`src/design/mpps_pkg.sv`:
```
`timescale 1ns / 1ps
// ----------------------------------------------------------------------------
// mpps_pkg
// Widths, register indexes, mode codes and reset values shared by the
// multipath packet path selector and its result channel interface.
// ----------------------------------------------------------------------------
package mpps_pkg;

    localparam int SEQ_W      = 32;
    localparam int PATH_W     = 8;
    localparam int TRAIN_W    = 32;
    localparam int GAP_W      = 16;
    localparam int MODE_W     = 2;
    localparam int PC_W       = 9;
    localparam int TL_W       = 9;
    localparam int BL_W       = 13;
    localparam int TCNT_W     = 9;
    localparam int BCNT_W     = 16;
    localparam int PROD_W     = PC_W + TL_W;
    localparam int CFG_IDX_W  = 3;
    localparam int CFG_DATA_W = 32;

    localparam int MAX_PATHS_DEF = 256;
    localparam int PATH_CAP      = 256;
    localparam int TRAIN_CAP     = 256;

    localparam logic [MODE_W-1:0] MODE_SPRAY   = 2'd0;
    localparam logic [MODE_W-1:0] MODE_BLOCK   = 2'd1;
    localparam logic [MODE_W-1:0] MODE_FLOWLET = 2'd2;

    localparam logic [CFG_IDX_W-1:0] CFG_MODE         = 3'd0;
    localparam logic [CFG_IDX_W-1:0] CFG_PATH_COUNT   = 3'd1;
    localparam logic [CFG_IDX_W-1:0] CFG_TRAIN_LENGTH = 3'd2;
    localparam logic [CFG_IDX_W-1:0] CFG_BURST_LENGTH = 3'd3;
    localparam logic [CFG_IDX_W-1:0] CFG_PACKET_TOTAL = 3'd4;
    localparam logic [CFG_IDX_W-1:0] CFG_SEND_GAP     = 3'd5;
    localparam logic [CFG_IDX_W-1:0] CFG_BURST_GAP    = 3'd6;
    localparam logic [CFG_IDX_W-1:0] CFG_BLOCK_GAP    = 3'd7;

    localparam logic [MODE_W-1:0] RST_MODE         = MODE_SPRAY;
    localparam logic [PC_W-1:0]   RST_PATH_COUNT   = 9'd256;
    localparam logic [TL_W-1:0]   RST_TRAIN_LENGTH = 9'd16;
    localparam logic [BL_W-1:0]   RST_BURST_LENGTH = 13'd16;
    localparam logic [SEQ_W-1:0]  RST_PACKET_TOTAL = 32'd16384;
    localparam logic [GAP_W-1:0]  RST_SEND_GAP     = 16'd10;
    localparam logic [GAP_W-1:0]  RST_BURST_GAP    = 16'd610;
    localparam logic [GAP_W-1:0]  RST_BLOCK_GAP    = 16'd610;

    localparam logic [BL_W-1:0] BURST_SAT = 13'd8191;

    typedef logic [PATH_W-1:0] t_path;

endpackage

```
`src/design/mpps_in_if.sv`:
```
`timescale 1ns / 1ps
// ----------------------------------------------------------------------------
// mpps_in_if
// Request channel: one send slot per request.
// ----------------------------------------------------------------------------
interface mpps_in_if;
    logic valid;
    logic ready;
    logic send_slot;

    modport source (output valid, output send_slot, input ready);
    modport sink   (input valid, input send_slot, output ready);
endinterface

```
`src/design/mpps_out_if.sv`:
```
`timescale 1ns / 1ps
// ----------------------------------------------------------------------------
// mpps_out_if
// Result channel: path assignment, train id and gap for one send slot.
// ----------------------------------------------------------------------------
interface mpps_out_if;
    import mpps_pkg::*;

    logic               valid;
    logic               ready;
    logic               sent;
    logic [SEQ_W-1:0]   sequence_res;
    t_path              path_index;
    logic [TRAIN_W-1:0] train_number;
    logic [GAP_W-1:0]   next_gap_us;
    logic               finished;

    modport source (output valid, output sent, output sequence_res, output path_index,
                    output train_number, output next_gap_us, output finished,
                    input ready);
    modport sink   (input valid, input sent, input sequence_res, input path_index,
                    input train_number, input next_gap_us, input finished,
                    output ready);
endinterface

```
`src/design/multipath_packet_path_selector_core.sv`:
```
`timescale 1ns / 1ps
// ----------------------------------------------------------------------------
// multipath_packet_path_selector_core
// Assigns each send slot a path (spray, block rotation or flowlet bursts),
// a train id and the gap before the next send.
// ----------------------------------------------------------------------------
//  channel   dir  handshake      payload
//  i_req     in   valid/ready    send_slot
//  o_res     out  valid/ready    sent, sequence_res, path_index, train_number,
//                                next_gap_us, finished
//  i_cfg_*   in   write enable   register index, write data (no read-back)
//
//  One request per clock while the result channel is not stalled; a request
//  passes the input register, then the path/counter logic (one 9x9 multiply
//  for the block size and its compare) into the result register.
//  An idle slot (send_slot = 0) is consumed and gives no result.
//  Synchronous active-low reset restores the register defaults and clears
//  all counters. A stalled result holds in its register while one more
//  request waits in the input register.
// ----------------------------------------------------------------------------
module multipath_packet_path_selector_core #(
    parameter int MAX_PATHS = mpps_pkg::MAX_PATHS_DEF
) (
    input  logic                             i_clk,
    input  logic                             i_rst_n,
    mpps_in_if.sink                          i_req,
    mpps_out_if.source                       o_res,
    input  logic                             i_cfg_we,
    input  logic [mpps_pkg::CFG_IDX_W-1:0]   i_cfg_idx,
    input  logic [mpps_pkg::CFG_DATA_W-1:0]  i_cfg_data
);
    import mpps_pkg::*;

    localparam int LIM_I = (MAX_PATHS > PATH_CAP) ? PATH_CAP :
                           ((MAX_PATHS < 1) ? 1 : MAX_PATHS);
    localparam logic [PC_W-1:0] PATH_LIM  = PC_W'(LIM_I);
    localparam logic [TL_W-1:0] TRAIN_LIM = TL_W'(TRAIN_CAP);

    function automatic t_path wrap_inc(input t_path v, input logic [PC_W-1:0] n);
        logic [PC_W-1:0] s;
        s = {1'b0, v} + 1'b1;
        return (s >= n) ? '0 : s[PATH_W-1:0];
    endfunction

    // configuration registers
    logic [MODE_W-1:0] r_mode;
    logic [PC_W-1:0]   r_path_count;
    logic [TL_W-1:0]   r_train_length;
    logic [BL_W-1:0]   r_burst_length;
    logic [SEQ_W-1:0]  r_packet_total;
    logic [GAP_W-1:0]  r_send_gap;
    logic [GAP_W-1:0]  r_burst_gap;
    logic [GAP_W-1:0]  r_block_gap;

    // state
    logic [SEQ_W-1:0]   r_next_seq,   n_next_seq;
    logic [TRAIN_W-1:0] r_train_id,   n_train_id;
    logic [TCNT_W-1:0]  r_in_train,   n_in_train;
    logic [BL_W-1:0]    r_in_burst,   n_in_burst;
    t_path              r_flow_path,  n_flow_path;
    t_path              r_spray_path, n_spray_path;
    logic [BCNT_W-1:0]  r_in_block,   n_in_block;
    t_path              r_block_path, n_block_path;

    // input and result registers
    logic               r_s1_valid;
    logic               r_s1_slot;
    logic               r_o_valid;
    logic               r_o_sent;
    logic [SEQ_W-1:0]   r_o_seq;
    t_path              r_o_path;
    logic [TRAIN_W-1:0] r_o_train;
    logic [GAP_W-1:0]   r_o_gap;
    logic               r_o_finished;

    logic               out_free;
    logic               s1_move;
    logic               s1_result;
    logic               at_total;
    logic               advance;
    logic [PC_W-1:0]    pc;
    logic [TL_W-1:0]    tl;
    logic [PROD_W-1:0]  block_size;
    logic [PROD_W-1:0]  nb;
    t_path              sp, bp, fp;
    logic               flow_switch;
    logic [BL_W-1:0]    burst_base;
    logic [TCNT_W-1:0]  tcnt;
    t_path              n_o_path;
    logic               done;
    logic [GAP_W-1:0]   n_o_gap;

    assign out_free  = !r_o_valid || o_res.ready;
    assign s1_move   = r_s1_valid && (!r_s1_slot || out_free);
    assign s1_result = r_s1_valid && r_s1_slot && out_free;
    assign at_total  = r_next_seq >= r_packet_total;
    assign advance   = s1_result && !at_total;

    assign i_req.ready = !r_s1_valid || s1_move;

    always_comb begin
        pc = (r_path_count == '0) ? PC_W'(1) : r_path_count;
        if (pc > PATH_LIM) begin
            pc = PATH_LIM;
        end
        tl = (r_train_length == '0) ? TL_W'(1) : r_train_length;
        if (tl > TRAIN_LIM) begin
            tl = TRAIN_LIM;
        end
        block_size = PROD_W'(pc) * PROD_W'(tl);

        // drop stale path counters left over from a larger path count
        sp = ({1'b0, r_spray_path} >= pc) ? '0 : r_spray_path;
        bp = ({1'b0, r_block_path} >= pc) ? '0 : r_block_path;
        fp = ({1'b0, r_flow_path}  >= pc) ? '0 : r_flow_path;

        flow_switch = (r_mode == MODE_FLOWLET) && (r_in_burst >= r_burst_length);
        n_flow_path = flow_switch ? wrap_inc(fp, pc) : fp;
        burst_base  = flow_switch ? '0 : r_in_burst;

        unique case (r_mode)
            MODE_BLOCK:   n_o_path = bp;
            MODE_FLOWLET: n_o_path = n_flow_path;
            default:      n_o_path = sp;
        endcase

        n_next_seq   = r_next_seq + 1'b1;
        n_spray_path = wrap_inc(sp, pc);
        nb           = PROD_W'(r_in_block) + 1'b1;
        if (nb >= block_size) begin
            n_in_block   = '0;
            n_block_path = wrap_inc(bp, pc);
        end else begin
            n_in_block   = nb[BCNT_W-1:0];
            n_block_path = bp;
        end
        n_in_burst = (burst_base < BURST_SAT) ? burst_base + 1'b1 : burst_base;
        tcnt       = r_in_train + 1'b1;
        if (tcnt >= tl) begin
            n_train_id = r_train_id + 1'b1;
            n_in_train = '0;
        end else begin
            n_train_id = r_train_id;
            n_in_train = tcnt;
        end

        done    = n_next_seq >= r_packet_total;
        n_o_gap = '0;
        if (!done) begin
            n_o_gap = r_send_gap;
            unique case (r_mode)
                MODE_BLOCK: begin
                    if (n_in_block == '0) n_o_gap = r_block_gap;
                end
                MODE_FLOWLET: begin
                    if (n_in_burst >= r_burst_length) n_o_gap = r_burst_gap;
                end
                default: begin
                end
            endcase
        end
    end

    // configuration writes
    always_ff @(posedge i_clk) begin
        if (!i_rst_n) begin
            r_mode         <= RST_MODE;
            r_path_count   <= RST_PATH_COUNT;
            r_train_length <= RST_TRAIN_LENGTH;
            r_burst_length <= RST_BURST_LENGTH;
            r_packet_total <= RST_PACKET_TOTAL;
            r_send_gap     <= RST_SEND_GAP;
            r_burst_gap    <= RST_BURST_GAP;
            r_block_gap    <= RST_BLOCK_GAP;
        end else if (i_cfg_we) begin
            unique case (i_cfg_idx)
                CFG_MODE:         r_mode         <= i_cfg_data[MODE_W-1:0];
                CFG_PATH_COUNT:   r_path_count   <= i_cfg_data[PC_W-1:0];
                CFG_TRAIN_LENGTH: r_train_length <= i_cfg_data[TL_W-1:0];
                CFG_BURST_LENGTH: r_burst_length <= i_cfg_data[BL_W-1:0];
                CFG_PACKET_TOTAL: r_packet_total <= i_cfg_data[SEQ_W-1:0];
                CFG_SEND_GAP:     r_send_gap     <= i_cfg_data[GAP_W-1:0];
                CFG_BURST_GAP:    r_burst_gap    <= i_cfg_data[GAP_W-1:0];
                CFG_BLOCK_GAP:    r_block_gap    <= i_cfg_data[GAP_W-1:0];
            endcase
        end
    end

    // counters advance only on an assigned packet
    always_ff @(posedge i_clk) begin
        if (!i_rst_n) begin
            r_next_seq   <= '0;
            r_train_id   <= '0;
            r_in_train   <= '0;
            r_in_burst   <= '0;
            r_flow_path  <= '0;
            r_spray_path <= '0;
            r_in_block   <= '0;
            r_block_path <= '0;
        end else if (advance) begin
            r_next_seq   <= n_next_seq;
            r_train_id   <= n_train_id;
            r_in_train   <= n_in_train;
            r_in_burst   <= n_in_burst;
            r_flow_path  <= n_flow_path;
            r_spray_path <= n_spray_path;
            r_in_block   <= n_in_block;
            r_block_path <= n_block_path;
        end
    end

    // input register
    always_ff @(posedge i_clk) begin
        if (!i_rst_n) begin
            r_s1_valid <= 1'b0;
        end else if (i_req.valid && i_req.ready) begin
            r_s1_valid <= 1'b1;
        end else if (s1_move) begin
            r_s1_valid <= 1'b0;
        end
    end

    always_ff @(posedge i_clk) begin
        if (i_req.valid && i_req.ready) begin
            r_s1_slot <= i_req.send_slot;
        end
    end

    // result register
    always_ff @(posedge i_clk) begin
        if (!i_rst_n) begin
            r_o_valid <= 1'b0;
        end else if (s1_result) begin
            r_o_valid <= 1'b1;
        end else if (o_res.ready) begin
            r_o_valid <= 1'b0;
        end
    end

    always_ff @(posedge i_clk) begin
        if (s1_result) begin
            if (at_total) begin
                r_o_sent     <= 1'b0;
                r_o_seq      <= '0;
                r_o_path     <= '0;
                r_o_train    <= '0;
                r_o_gap      <= '0;
                r_o_finished <= 1'b1;
            end else begin
                r_o_sent     <= 1'b1;
                r_o_seq      <= r_next_seq;
                r_o_path     <= n_o_path;
                r_o_train    <= r_train_id;
                r_o_gap      <= n_o_gap;
                r_o_finished <= done;
            end
        end
    end

    assign o_res.valid        = r_o_valid;
    assign o_res.sent         = r_o_sent;
    assign o_res.sequence_res = r_o_seq;
    assign o_res.path_index   = r_o_path;
    assign o_res.train_number = r_o_train;
    assign o_res.next_gap_us  = r_o_gap;
    assign o_res.finished     = r_o_finished;

endmodule

```
`src/flat_wrapper.sv`:
```
// flat-port wrapper written by rule: the top's interface ports become plain ports
module multipath_packet_path_selector_core_flat import mpps_pkg::*;
#(
    parameter int MAX_PATHS = mpps_pkg::MAX_PATHS_DEF
)
  (i_clk, i_rst_n, i_cfg_we, i_cfg_idx, i_cfg_data, i_req_valid, i_req_send_slot, i_req_ready, o_res_valid, o_res_sent, o_res_sequence_res, o_res_path_index, o_res_train_number, o_res_next_gap_us, o_res_finished, o_res_ready);
  mpps_in_if i_req_i ();
  mpps_out_if o_res_i ();
  input  logic i_clk;
  input  logic i_rst_n;
  input  logic i_cfg_we;
  input  logic [mpps_pkg::CFG_IDX_W-1:0] i_cfg_idx;
  input  logic [mpps_pkg::CFG_DATA_W-1:0] i_cfg_data;
  input wire logic [$bits(i_req_i.valid)-1:0] i_req_valid;
  input wire logic [$bits(i_req_i.send_slot)-1:0] i_req_send_slot;
  output wire logic [$bits(i_req_i.ready)-1:0] i_req_ready;
  output wire logic [$bits(o_res_i.valid)-1:0] o_res_valid;
  output wire logic [$bits(o_res_i.sent)-1:0] o_res_sent;
  output wire logic [$bits(o_res_i.sequence_res)-1:0] o_res_sequence_res;
  output wire logic [$bits(o_res_i.path_index)-1:0] o_res_path_index;
  output wire logic [$bits(o_res_i.train_number)-1:0] o_res_train_number;
  output wire logic [$bits(o_res_i.next_gap_us)-1:0] o_res_next_gap_us;
  output wire logic [$bits(o_res_i.finished)-1:0] o_res_finished;
  input wire logic [$bits(o_res_i.ready)-1:0] o_res_ready;
  assign i_req_i.valid = i_req_valid;
  assign i_req_i.send_slot = i_req_send_slot;
  assign i_req_ready = i_req_i.ready;
  assign o_res_valid = o_res_i.valid;
  assign o_res_sent = o_res_i.sent;
  assign o_res_sequence_res = o_res_i.sequence_res;
  assign o_res_path_index = o_res_i.path_index;
  assign o_res_train_number = o_res_i.train_number;
  assign o_res_next_gap_us = o_res_i.next_gap_us;
  assign o_res_finished = o_res_i.finished;
  assign o_res_i.ready = o_res_ready;
  multipath_packet_path_selector_core #(.MAX_PATHS(MAX_PATHS)) u_core (.i_clk(i_clk), .i_rst_n(i_rst_n), .i_req(i_req_i), .o_res(o_res_i), .i_cfg_we(i_cfg_we), .i_cfg_idx(i_cfg_idx), .i_cfg_data(i_cfg_data));
endmodule
```
`config.mk`:
```
export PLATFORM = sky130hd
export DESIGN_NAME = multipath_packet_path_selector_core_flat
export DESIGN_NICKNAME = d
export VERILOG_FILES = /design/src/design/mpps_pkg.sv /design/src/design/mpps_in_if.sv /design/src/design/mpps_out_if.sv /design/src/design/multipath_packet_path_selector_core.sv /design/src/flat_wrapper.sv
export SDC_FILE = /design/constraint.sdc
export NUM_CORES = 1
export LEC_CHECK = 0
export ABC_AREA = 0
export BUFFER_PORTS_ARGS = -buffer_cell sky130_fd_sc_hd__buf_4
export CAP_MARGIN = 25
export CORE_UTILIZATION = 45
export CTS_CLUSTER_DIAMETER = 200
export DETAILED_ROUTE_END_ITERATION = 10
export REMOVE_ABC_BUFFERS = 1
export SYNTH_ARGS = -nofsm -noshare
export SYNTH_HDL_FRONTEND = slang
export SYNTH_SLANG_ARGS = --single-unit
```
`constraint.sdc`:
```
create_clock -name i_clk -period 8.5 [get_ports i_clk]
set_input_delay 1.275 -clock i_clk [delete_from_list [all_inputs] [get_ports i_clk]]
set_output_delay 1.275 -clock i_clk [all_outputs]
set_load 0.01 [all_outputs]
```
* Word-level counts from Yosys, hierarchy flattened
Cells that the tools add are included.
** Storage, ports and cells
- Register bits after elaboration :: 332
- Input port bits :: 41
- Output and inout port bits :: 92
- Word-level logic and storage cells :: 112
** Operators by class
- $add $sub $neg :: 8
- $mul :: 1
- Magnitude comparators :: 15
- Equality and inequality tests :: 9
- Muxes and demuxes :: 25
- Reduce and logical (&&, ||, !) cells :: 29
** Operator list (count)
- $add A32 B1 Y32 const B :: 2
- $ge A32 B32 Y1 :: 2
- $mux W8 :: 8
- $mux W16 :: 3
- $mux W9 :: 5
- $ge A9 B9 Y1 :: 4
- $pmux W16 S2 :: 1
- $add A8 B1 Y9 const B :: 3
- $ge A8 B9 Y1 :: 3
- $ge A13 B13 Y1 :: 2
- $mux W13 :: 2
- $ge A18 B18 Y1 :: 1
- $gt A9 B9 Y1 const B :: 2
- $logic_not A9 Y1 :: 2
- $mul A9 B9 Y18 :: 1
- $reduce_and A2 Y1 :: 9
- $add A16 B1 Y17 const B :: 1
- $logic_not A16 Y1 :: 1
- $pmux W8 S2 :: 1
- $add A13 B1 Y13 const B :: 1
- $lt A13 B13 Y1 const B :: 1
- $eq A3 B3 Y1 const B :: 4
- $add A9 B1 Y9 const B :: 1
- $eq A3 B2 Y1 const B :: 2
- 10 further kinds :: 25

* Logic depth before layout (Yosys ltp)
- Word-level depth :: 11
- Mapped depth :: 33
- Gate-level depth less buffers :: 30

* Worst setup path before layout
OpenSTA, ideal clock, no wires.
- Path kind :: register to register
- From :: register u_core.r_path_count[2]
- To :: register u_core.r_o_gap[5] (netlist: u_core.o_res.next_gap_us[5]) (data pin)
- Setup time :: 0.279 ns
- Arrival :: 6.517 ns
- Data required time :: 8.221 ns
- Setup slack :: 1.704 ns
- Stages on the path, launching flop included :: 32
- Path buffers :: 3
- Period minus slack after synthesis :: 6.796 ns
- Cell sequence :: dfxtp_1 nor4_1 a21oi_1 or2_2 clkbuf_1 inv_1 nand2_1 fa_1 fa_1 inv_1 fa_1 inv_1 fa_1 inv_1 ha_1 nor3_1 nor2_1 nand4_1 nand3_1 a21o_1 a21oi_1 xor2_1 ha_1 and3_1 nand2_1 o31a_1 nor2_1 nor2b_1 clkbuf_2 buf_4 nand3_1 a31oi_1
** Between the ends
- Longest elaborated chain between the ends :: 10
** RTL lines
- from (decl) :: RTL line multipath_packet_path_selector_core.sv:47 : logic [PC_W-1:0] r_path_count;
- from (signal assigned) :: RTL line multipath_packet_path_selector_core.sv:178 : CFG_PATH_COUNT: r_path_count <= i_cfg_data[PC_W-1:0];
- $logic_not A9 Y1 :: RTL line multipath_packet_path_selector_core.sv:102 : pc = (r_path_count == '0) ? PC_W'(1) : r_path_count;
- $mux W9 * :: RTL line multipath_packet_path_selector_core.sv:102
- $gt A9 B9 Y1 :: RTL line multipath_packet_path_selector_core.sv:103 : if (pc > PATH_LIM) begin
- $mux W9 * :: RTL line multipath_packet_path_selector_core.sv:103
- $mul A9 B9 Y18 * :: RTL line multipath_packet_path_selector_core.sv:110 : block_size = PROD_W'(pc) * PROD_W'(tl);
- $ge A18 B18 Y1 * :: RTL line multipath_packet_path_selector_core.sv:130 : if (nb >= block_size) begin
- $mux W16 * :: RTL line multipath_packet_path_selector_core.sv:130
- $logic_not A16 Y1 * :: RTL line multipath_packet_path_selector_core.sv:153 : if (n_in_block == '0) n_o_gap = r_block_gap;
- $mux W16 * :: RTL line multipath_packet_path_selector_core.sv:153
- $pmux W16 S2 * :: RTL line multipath_packet_path_selector_core.sv:151 : unique case (r_mode)
- to (signal assigned) :: RTL line multipath_packet_path_selector_core.sv:254 : r_o_gap <= n_o_gap;
- to (decl) :: RTL line multipath_packet_path_selector_core.sv:73 : logic [GAP_W-1:0] r_o_gap;
Every way passes the cells marked *; elsewhere a longest branch is shown, timed or not.
A chain may end at the register's enable or synchronous reset.

* Worst setup path in the final report
- From :: register u_core.r_path_count[8]
- To :: register u_core.r_in_block[8]
** Between the ends
- Longest elaborated chain between the ends :: 7
** RTL lines
- $logic_not A9 Y1 :: RTL line multipath_packet_path_selector_core.sv:102
- $mux W9 * :: RTL line multipath_packet_path_selector_core.sv:102
- $gt A9 B9 Y1 :: RTL line multipath_packet_path_selector_core.sv:103
- $mux W9 * :: RTL line multipath_packet_path_selector_core.sv:103
- $mul A9 B9 Y18 * :: RTL line multipath_packet_path_selector_core.sv:110
- $ge A18 B18 Y1 * :: RTL line multipath_packet_path_selector_core.sv:130
- $mux W16 * :: RTL line multipath_packet_path_selector_core.sv:130
- to (signal assigned) :: RTL line multipath_packet_path_selector_core.sv:207 : r_in_block <= n_in_block;
- to (decl) :: RTL line multipath_packet_path_selector_core.sv:62 : logic [BCNT_W-1:0] r_in_block, n_in_block;
Marked as above.

==> flow_metrics.env <==
export IMPL_ff_latch_area_um2=7560
export IMPL_switching_power_mw=0.923
export IMPL_final_min_clock_period_ns=7.63
export IMPL_drc=0
export IMPL_wirelength_mm=58.5
export IMPL_start_kind="register"
export IMPL_netlist_area_um2=21700
export IMPL_leakage_nw=10.1
export IMPL_post_synth_num_cell_types=76
export IMPL_reg2reg_depth=27
export IMPL_post_dp_hpwl_mm=41.0
export IMPL_p_sw_frac=0.238
export IMPL_syn_avg_cell_area_um2=8.56
export IMPL_cts_setup_buffers=0
export IMPL_die_h_um=222
export IMPL_ios=133
export IMPL_setup_viol=0
export IMPL_crit_top_cell="inv_1"
export IMPL_post_drt_wl_per_cell_um=17.9
export IMPL_endpoint_kind="register"
export IMPL_n_antenna_cell=0
export IMPL_synth_edff_count=91
export IMPL_grtUsageTotal=0.235
export IMPL_overflow=0
export IMPL_cap_violations=0
export IMPL_rows=80
export IMPL_final_area_um2=24700
export IMPL_pwr_share_seq=0.432
export IMPL_pwr_share_comb=0.068
export IMPL_rr_startpoint="u_core.r_path_count[8]"
export IMPL_clkPwrFrac=0.500
export IMPL_hold_path_depth=2
export IMPL_synth_seq_cells=332
export IMPL_timing_slew_headroom=0.312
export IMPL_drt_pass1_iter_count=5
export IMPL_cts_resized=0
export IMPL_synth_most_common_cell="nand2_1"
export IMPL_cts_sinks=332
export IMPL_ctsHoldBuffers=0
export IMPL_fmax_mhz=131
export IMPL_ant_nets=0
export IMPL_crit_arrival_ns=8.12
export IMPL_initial_core_util=0.456
export IMPL_crit_start="u_core.r_path_count[8]"
export IMPL_clock_path_buffers=3
export IMPL_rsz0062_at_grt="false"
export IMPL_cts_tree="done"
export IMPL_synthCells=2538
export IMPL_yosysSeqAreaShare=0.348
export IMPL_numCtsBuffers=40
export IMPL_grt_max_degree=105
export IMPL_root_buffer="clkbuf_16"
export IMPL_path_clk_slew_ns=0.06
export IMPL_die_area_um2=49200
export IMPL_critical_path_class="reg2reg"
export IMPL_finClkSkew_ns=0.0142
export IMPL_peakVddDrop_mv=0.132
export IMPL_synthFlopType="dfxtp_1"
export IMPL_viasPerCell=5.68
export IMPL_clk_latency_ns=0.58
export IMPL_async_reset_ff_frac=0
export IMPL_worstMarginPinSlew_ns=1.03
export IMPL_grt_pass1_vias=17808
export IMPL_die_width_um=222
export IMPL_finalHoldViolations=0
export IMPL_yosys_warnings=0
export IMPL_crit_slowest_cell="dfxtp_1"
export IMPL_slew_viol_final=0
export IMPL_gp_congestion=0.913
export IMPL_multiInputGateArea_um2=13100
export IMPL_r2r_end="u_core.r_in_block[8]"
export IMPL_hold_start="u_core.r_packet_total[20]"
export IMPL_fin_nets=2924
export IMPL_critPathMaxFanout=18
export IMPL_io_buffers=132
export IMPL_regToRegSetupSlack_ns=0.87
export IMPL_holdPathEnd="u_core.r_packet_total[20]"
export IMPL_place_area_um2=23200
export IMPL_layout_drive_gt1_share=0.0951
export IMPL_core_area_um2=47600
export IMPL_power_density_nw_per_um2=157
export IMPL_ys_top_cells_by_count="nand2_1 (383), dfxtp_1 (241), ha_1 (215)"
export IMPL_hp_class="reg2reg"
export IMPL_status="finished clean"
export IMPL_fillers=4472
export IMPL_fin_crit_sh=0.897
export IMPL_antenna_found_initial=1
export IMPL_crit_required_ns=9.00
export IMPL_synth_area_leaders="dfxtp_1 (22%), edfxtp_1 (13%), ha_1 (12%)"
export IMPL_drtIter0Drc=1247
export IMPL_synth_top_area_cell="dfxtp_1"
export IMPL_vias=18552
export IMPL_synth_top_area_frac=0.222
export IMPL_setup_tns_ns=0
export IMPL_critPathMaxStageDelay_ns=0.75
export IMPL_grt_pass1_wl_mm=93.6
export IMPL_hold_ws_ns=0.454
export IMPL_internal_power_mw=2.95
export IMPL_htree_levels=2
export IMPL_synthToLayoutAreaGrowth_pct=13.8
[worst max-delay path by stage]
stage | to | cells after the start
after floorplan | u_core.o_res.next_gap_us[0] | 28
after global placement | u_core.r_in_block[8] | 27
after detailed placement | u_core.r_in_block[11] | 27
after CTS | u_core.o_res.next_gap_us[10] | 29
after global routing | u_core.r_in_block[4] | 27
final | u_core.r_in_block[8] | 27
[power by group through the flow]
stage	clock network (mW)	registers (mW)	logic [mW]
2_1_floorplan	0	1.71	0.130
3_3_place_gp	0	1.71	0.256
3_5_place_dp	0	1.71	0.260
4_1_cts	1.98	1.67	0.262
5_1_grt	2.04	1.68	0.287
6_report	1.94	1.67	0.262
[cell usage in the layout, fill, tap and decap left out, types with 12 or more instances in the layout]
cell,instances
nor4_1,19
o311ai_0,16
nor3_1,34
nor2b_1,28
a211oi_1,12
o21ai_0,53
nor2_1,182
a31oi_1,29
buf_4,155
nand3_1,139
a22oi_1,16
and2_1,79
edfxtp_1,91
clkbuf_16,40
nand2_1,383
o41ai_1,17
dfxtp_1,241
o211ai_1,15
xor2_1,81
a21oi_1,174
and4_1,17
ha_1,215
fa_1,50
a21o_1,39
nand4_1,35
and3_1,31
xnor2_1,48
mux2i_1,12
nand2b_1,46
inv_1,165
[sequential cells by signal, summed over array words and instances, names as in the netlist, 2 cells and up]
signal / flops
u_core.r_burst_length: 13
u_core.r_spray_path: 8
u_core.r_in_block: 16
u_core.o_res.train_number: 32
u_core.r_packet_total: 32
u_core.r_next_seq: 32
u_core.r_block_gap: 16
u_core.o_res.sequence_res: 32
u_core.o_res.next_gap_us: 16
u_core.r_in_burst: 13
u_core.r_block_path: 8
u_core.r_train_id: 32
u_core.r_train_length: 9
u_core.r_burst_gap: 16
u_core.r_mode: 2
u_core.r_flow_path: 8
u_core.r_send_gap: 16
u_core.r_path_count: 9
u_core.o_res.path_index: 8
u_core.r_in_train: 9
[area by class of cell]
| class | count | share of cell area |
|---|---|---|
| multi-input combinational | 1919 | 0.528 |
| sequential | 332 | 0.306 |
| timing repair buffer | 157 | 0.0490 |
| clock buffer | 47 | 0.0428 |
| tap | 615 | 0.0311 |
| inverter | 168 | 0.0258 |
| clock inverter | 27 | 0.0175 |
[critical path, delay by kind of cell (launching register included)]
| family | cells | cell delay [ns] |
|---|---|---|
| DFF | 1 | 0.75 |
| and+or+nand+nor | 8 | 1.79 |
| adders and majority gates | 6 | 2.59 |
| xor gates and xnor gates | 1 | 0.18 |
| AOI/OAI and AO/OA | 7 | 1.56 |
| buffers and inverters | 5 | 0.67 |
[cell families (layout without fill, tap and decap cells)]
group,after synthesis,count (layout),synth area share
XOR/XNOR,129,129,0.0520
buffers and inverters,287,399,0.0514
AO/OA/AOI/OAI,469,469,0.142
adder cells (fa/ha/maj),265,265,0.170
flip-flops,332,332,0.348
multiplexers,12,12,0.00553
AND/OR/NAND/NOR,1044,1044,0.232
[per-stage QoR]
step / util / instances / setup WS (ns) / power (mW)
2_1_floorplan: - / 2419 / 1.44 / 1.84
3_3_place_gp: 0.487 / 3189 / 1.21 / 1.96
3_5_place_dp: 0.487 / 3189 / 0.960 / 1.97
4_1_cts: 0.518 / 3263 / 0.949 / 3.92
5_1_grt: 0.519 / 3265 / 0.351 / 4.00
6_report: 0.519 / 3265 / 0.872 / 3.87
[metal layers]
layer / track usage / part of all wire / vias to the layer above
li1: - / - / 9073
met5: 0 / 0 / -
met4: 0.0737 / 0.023 / 0
met2: 0.398 / 0.47 / 470
met1: 0.307 / 0.45 / 8918
met3: 0.0343 / 0.054 / 91
Note: power is estimated with default switching activity, not from simulation.
